File: src/hdl/bmhq_pkg.sv
`default_nettype none

package bmhq_pkg;

  localparam int DEFAULT_CAPACITY = 64;
  localparam int KEY_W = 32;
  localparam int ACT_W = 2;
  localparam int COUNT_W = 7;
  localparam int STAT_W = 2;

  localparam logic [ACT_W-1:0] ACT_PUSH = 2'd0;
  localparam logic [ACT_W-1:0] ACT_POP = 2'd1;
  localparam logic [ACT_W-1:0] ACT_CLEAR = 2'd2;

  localparam logic [STAT_W-1:0] ST_OK = 2'd0;
  localparam logic [STAT_W-1:0] ST_POP_EMPTY = 2'd1;
  localparam logic [STAT_W-1:0] ST_PUSH_FULL = 2'd2;

  typedef enum logic [1:0] {
    OP_HOLD,
    OP_PUSH,
    OP_POP,
    OP_CLEAR
  } cell_op_t;

  typedef struct packed {
    logic [ACT_W-1:0] action;
    logic signed [KEY_W-1:0] value;
  } req_t;

  typedef struct packed {
    logic signed [KEY_W-1:0] top_value;
    logic [COUNT_W-1:0] entry_count;
    logic is_empty;
    logic [STAT_W-1:0] status;
  } rsp_t;

  typedef struct packed {
    cell_op_t op;
    logic signed [KEY_W-1:0] key;
  } cell_cmd_t;

  typedef struct packed {
    logic valid;
    logic ge;
    logic signed [KEY_W-1:0] key;
  } cell_link_t;

endpackage

`default_nettype wire

File: src/hdl/bmhq_cell.sv
`default_nettype none

module bmhq_cell
  import bmhq_pkg::*;
(
  input  wire logic       clk,
  input  wire logic       rst,
  input  wire cell_cmd_t  cmd,
  input  wire cell_link_t prev,
  input  wire cell_link_t next,
  output cell_link_t      link
);

  logic                    valid;
  logic                    valid_next;
  logic signed [KEY_W-1:0] value;
  logic signed [KEY_W-1:0] value_next;
  logic                    own_ge;

  // occupied and not smaller than the key on the broadcast
  assign own_ge = valid && ($signed(value) >= $signed(cmd.key));

  always_comb begin
    valid_next = valid;
    value_next = value;
    case (cmd.op)
      OP_PUSH: begin
        if (!own_ge) begin
          if (prev.ge) begin
            valid_next = 1'b1;
            value_next = cmd.key;
          end else begin
            valid_next = prev.valid;
            value_next = prev.key;
          end
        end
      end
      OP_POP: begin
        valid_next = next.valid;
        value_next = next.key;
      end
      OP_CLEAR: begin
        valid_next = 1'b0;
      end
      default: begin
      end
    endcase
  end

  always_ff @(posedge clk) begin
    if (rst) begin
      valid <= 1'b0;
    end else begin
      valid <= valid_next;
    end
    value <= value_next;
  end

  assign link.valid = valid;
  assign link.ge = own_ge;
  assign link.key = value;

endmodule

`default_nettype wire

File: config.mk
export PLATFORM = sky130hd
export DESIGN_NAME = bmhq_cell
export DESIGN_NICKNAME = d
export VERILOG_FILES = /design/src/hdl/bmhq_pkg.sv /design/src/hdl/bmhq_cell.sv
export SDC_FILE = /design/constraint.sdc
export NUM_CORES = 1
export LEC_CHECK = 0
export BUFFER_PORTS_ARGS = -buffer_cell sky130_fd_sc_hd__buf_4
export CORE_MARGIN = 8
export CORE_UTILIZATION = 46
export CTS_BUF_LIST = sky130_fd_sc_hd__clkbuf_16
export DETAILED_ROUTE_END_ITERATION = 8
export PLACE_DENSITY = 0.8
export SETUP_SLACK_MARGIN = 0.2
export SKIP_CTS_REPAIR_TIMING = 1
export SYNTH_ARGS = -nofsm -noshare
export SYNTH_HDL_FRONTEND = slang
export SYNTH_SLANG_ARGS = --single-unit
File: constraint.sdc
create_clock -name clk -period 10 [get_ports clk]
set_input_delay 2 -clock clk [delete_from_list [all_inputs] [get_ports clk]]
set_output_delay 2 -clock clk [all_outputs]
set_load 0.01 [all_outputs]
==> After elaboration in Yosys (flattened, before gate mapping) <==
Cells that the tools add are included.
{ "totals": {"reg_bits": 33, "in_bits": 104, "out_inout_bits": 34, "word_cells": 18} }
{ "op_classes": {"n_lt_le_gt_ge": 1, "n_eq_ne": 4, "muxes": 6, "n_reduce_logical": 5} }
{ "ops": {"columns": ["op", "count"], "rows": [
  ["2-to-1 mux 32 bit", 2],
  ["one-hot mux 32 bit (2 select lines)", 1],
  ["greater-or-equal comparator 32 bit", 1],
  ["== test 2 bit, second input constant", 2],
  ["AND reduction 2 bit", 2],
  ["one-hot mux 1 bit (3 select lines)", 1],
  ["nonzero test 3 bit", 1],
  ["== test 2 x 1 -> 1 bit, second input constant", 1],
  ["2-to-1 mux 1 bit", 2],
  ["!= test 2 bit, second input constant", 1],
  ["nonzero test 2 bit", 1],
  ["logical AND 1 bit", 1]
]} }

==> Logic depth before layout (Yosys ltp) <==
{ "depth": {"word_depth": 4, "mapped_depth": 9, "ltp_nobuf": 8} }

==> Worst setup path after synthesis <==
OpenSTA, ideal clock, no wires.
{ "synth_path": {"path_kind": "input port to output port", "from": "input cmd[31] (netlist bit)", "to": "output link[32] (netlist bit)", "arrival_time_ns": 3.702, "required_time_ns": 8.000, "setup_slack_ns": 4.298, "cell_stages": 9, "n_path_buf": 1, "cell_sequence": "inv_1 -> ha_1 -> and4_1 -> nand2_2 -> or4b_4 -> o211ai_2 -> mux2i_1 -> a21oi_1 -> buf_4"} }
{ "synth_between": {"elab_chain_cells": 2} }
{ "synth_rtl": {"columns": ["item", "line_no", "rtl"], "rows": [
  ["from (decl)", "bmhq_cell.sv:8", "input wire cell_cmd_t cmd,"],
  ["greater-or-equal comparator 32 bit", "bmhq_cell.sv:21", "assign own_ge = valid && ($signed(value) >= $signed(cmd.key));"],
  ["logical AND 1 bit", "bmhq_cell.sv:21", null],
  ["to (decl)", "bmhq_cell.sv:11", "output cell_link_t link"]
]} }
Every way passes these cells.

==> reports/results.txt <==
The run finished with clean final reports. The worst setup path is launched from a primary input. The floorplan step set the die height to 90.0 microns.

The mapped netlist covers 0.00252 sq mm. The share of flip-flops with an asynchronous set or reset after synthesis came out at 0. Setup clock skew after layout: 5.55 ps. At the pin with the least slew margin, the transition time is 941 ps. In the routed design, unresolved DRC markers number 0. The sequential element share of the synthesized area was 0.389; the final max-slew violation count was 0. At the placement stage, the worst setup path has a slack of 3970 ps.

The final setup violation count came out at 0. The number of vias per cell after detailed routing was 5.08; the detailed placer's ending HPWL was 6.00 mm. For this run the aggregate overflow at the end of global routing stands at 0.

The number of iterations in the first detailed-routing pass is 4, and the leakage power figure is 1.89 nW. The floorplan step set the die width to 90.0 microns. The gate count after technology mapping was 263.

The maximum root-to-sink buffer count came out at 2. Counting flops with a built-in enable in the synthesized netlist gives 32. The count of nets left with antenna violations once routing finished came out at 0.

TritonCTS built the clock tree. In the final routed layout, each cell accounts on average for 15.9 microns. The number of nets in the synthesized netlist is 399. The detailed router finished its first iteration with 95 violations. The run gives 0 as the number of hold violations in the final report. The final period demand of the worst path was 6120 ps.

Across the whole layout, storage elements account for 981 sq um. Fill cells in the final layout number 457. In this run the worst path has a maximum fanout of 3. For this run, the number of Yosys warnings is 0. The initialized floorplan defines 27 standard-cell rows. Counting flops and latches in the post-synthesis netlist gives 33. Setup repair after global routing left no endpoint under its margin. The multi-input combinational cells in the finished layout cover a total of 0.00137 sq mm.

The H-tree was split into 2 levels. The TritonCTS sink count was 33. Routability-driven placement finished with a final weighted congestion of 0.790.

The count of port buffers added during placement was 136; the number of global-route vias before repair was 2,598. The tools report the relative max-transition margin as 0.372. The signal on the critical path passes through buf_4 -> ha_1 -> nand2b_1 -> a2111oi_0 -> o41ai_1 -> o41ai_1 -> a21oi_1 -> buf_4. The number of antenna violations at the first check in global routing was 0. The routed design has 7.45 mm of wire. In the final timing run, aggregate negative setup slack is 0 ps. The maximum clock frequency is 163 MHz.

The total area inside the core boundary comes to 0.00541 sq mm. Data on the critical path arrives at its endpoint at 4120 ps. The logs give 0.0000729 V for the worst supply voltage drop on vdd and 2,378 for the via count.

For the worst setup path, the data required time is 8000 ps. On the worst path, the slowest cell contributes a delay of 570 ps. At the later pin of the worst-skew pair, clock insertion delay measures 270 ps. The run gives 0.466 as the initial cell density of the core.

The total clock buffers created by CTS is 5. The overall die area is 0.00810 sq mm. The mean instance size in the synthesized netlist is 9.58 sq um. Count of boundary I/O pins: 138. In this run the power density over the cells is 125 mW/mm^2. Post-CTS clock slew at the launch and capture registers of the worst setup and hold paths: 50 ps.

For the number of nets in the layout, the log shows 531. The worst setup path is captured at an output port. In the synthesized netlist the dominant register cell turns out to be edfxtp_1. For the total inserted antenna cells, the log shows 0. Across all setup checks in the final design, the least slack found is 3880 ps. The maximum number of pins on one net before global-route repair came out at 66. The standard cell with the maximum stage delay on the critical path was a2111oi_0.

The signed area change from the synthesized netlist to the final layout was 48.2%. The tool flagged a number of max-cap violations equal to 0. In this run, distinct cell masters in the synthesized netlist total 33.

The global-route usage over all layers came out at 0.186. The portion of the clock cycle consumed by the worst path in the final layout works out to 0.612. The worst min-delay path class was reg2reg. The fraction of final layout cells sized beyond drive strength 1 is 0.371, and the global-route wire length before repair is 12.5 mm.

The tree is rooted in a clkbuf_16. The critical path is of the in2out type.
-- flip-flops by register name, indices dropped and copies added (netlist names) --
register and cells:
value 32, valid 1
-- metal layers --
layer	routed length, microns	track usage	vias up
met1	2930	0.195	1089
met4	87	0.0527	0
li1	-	-	1210
met2	4030	0.352	72
met5	0	0	-
met3	400	0.0490	7
-- cell families (layout without fill, tap and decap cells) --
family,count (synthesis),in the layout,share of synthesized area
buf+inv,46,179,0.0715
compound gates,63,63,0.145
mux,33,33,0.131
simple gates,56,56,0.104
flops,33,33,0.389
fa+ha+maj,32,32,0.159
-- Yosys cell counts, drive strengths merged, types with 2 or more instances --
cell type  instances  area, sq um
nor2b              2         12.5
ha                32          400
nand4              5         31.3
mux2i             33          330
o21ai             35          175
edfxtp            32          961
nand3              3         15.0
a21oi             13         65.1
buf                3         18.8
nor2               2         7.51
inv               33          124
o41ai              2         17.5
nand2             36          138
o21a               3         22.5
a21o               5         37.5
clkbuf            10         37.5
-- critical path, delay by kind of cell --
kind,cells,cell delay (ps)
buffers and inverters,2,290
and+or+nand+nor,1,140
adders and majority gates,1,270
AOI/OAI and AO/OA,4,1410
-- cells in the final DEF, fill, tap and decap left out, types with 2 or more instances in the layout --
| cell type | synthesis | layout |
|---|---|---|
| nand2_1 | 35 | 35 |
| ha_1 | 32 | 32 |
| nor2_1 | 2 | 2 |
| buf_4 | 2 | 138 |
| o21ai_0 | 12 | 12 |
| nand3_1 | 3 | 3 |
| inv_1 | 33 | 36 |
| nand4_1 | 5 | 5 |
| a21o_1 | 5 | 5 |
| edfxtp_1 | 32 | 32 |
| o41ai_1 | 2 | 2 |
| clkbuf_16 | 0 | 5 |
| o21a_1 | 3 | 3 |
| mux2i_1 | 33 | 33 |
| o21ai_1 | 23 | 23 |
| a21oi_1 | 13 | 13 |
-- report_power, final --
group          switching, mW  leakage [nW]  internal [mW]
logic                 0.0667          1.49         0.0749
clock network         0.0532        0.0776         0.0894
registers            0.00857         0.323          0.173
total                  0.128          1.89          0.338
-- final cells by class --
cell class / instances / area share
inverters: 33 / 0.0332
multi-input cells: 184 / 0.366
well taps: 72 / 0.0241
flip-flops and latches: 33 / 0.263
clock inverters: 3 / 0.00302
clock buffers: 5 / 0.0335
repair buffers: 138 / 0.277
-- stage by stage --
step | hold WS, ps | total power, mW | util | area [sq um] | std cells
floorplan | 611 | 0.253 | - | 2520 | 263
global placement | 649 | 0.322 | 0.666 | 3600 | 460
detailed placement | 690 | 0.327 | 0.666 | 3600 | 460
CTS | 701 | 0.470 | 0.691 | 3730 | 468
global route | 766 | 0.493 | 0.691 | 3730 | 468
finish | 689 | 0.466 | 0.691 | 3730 | 468
-- path summary, 6_finish.rpt --
check | to | start | slack, ps | cells past startpoint
worst max-delay path | link[32] | cmd[0] | 3880 | 8
worst min-delay path | valid | valid | 690 | 4
worst max register to register | value[20] | value[0] | 6270 | 9
worst min register to register | valid | valid | 690 | 4
(Power assumes the default switching activity.)
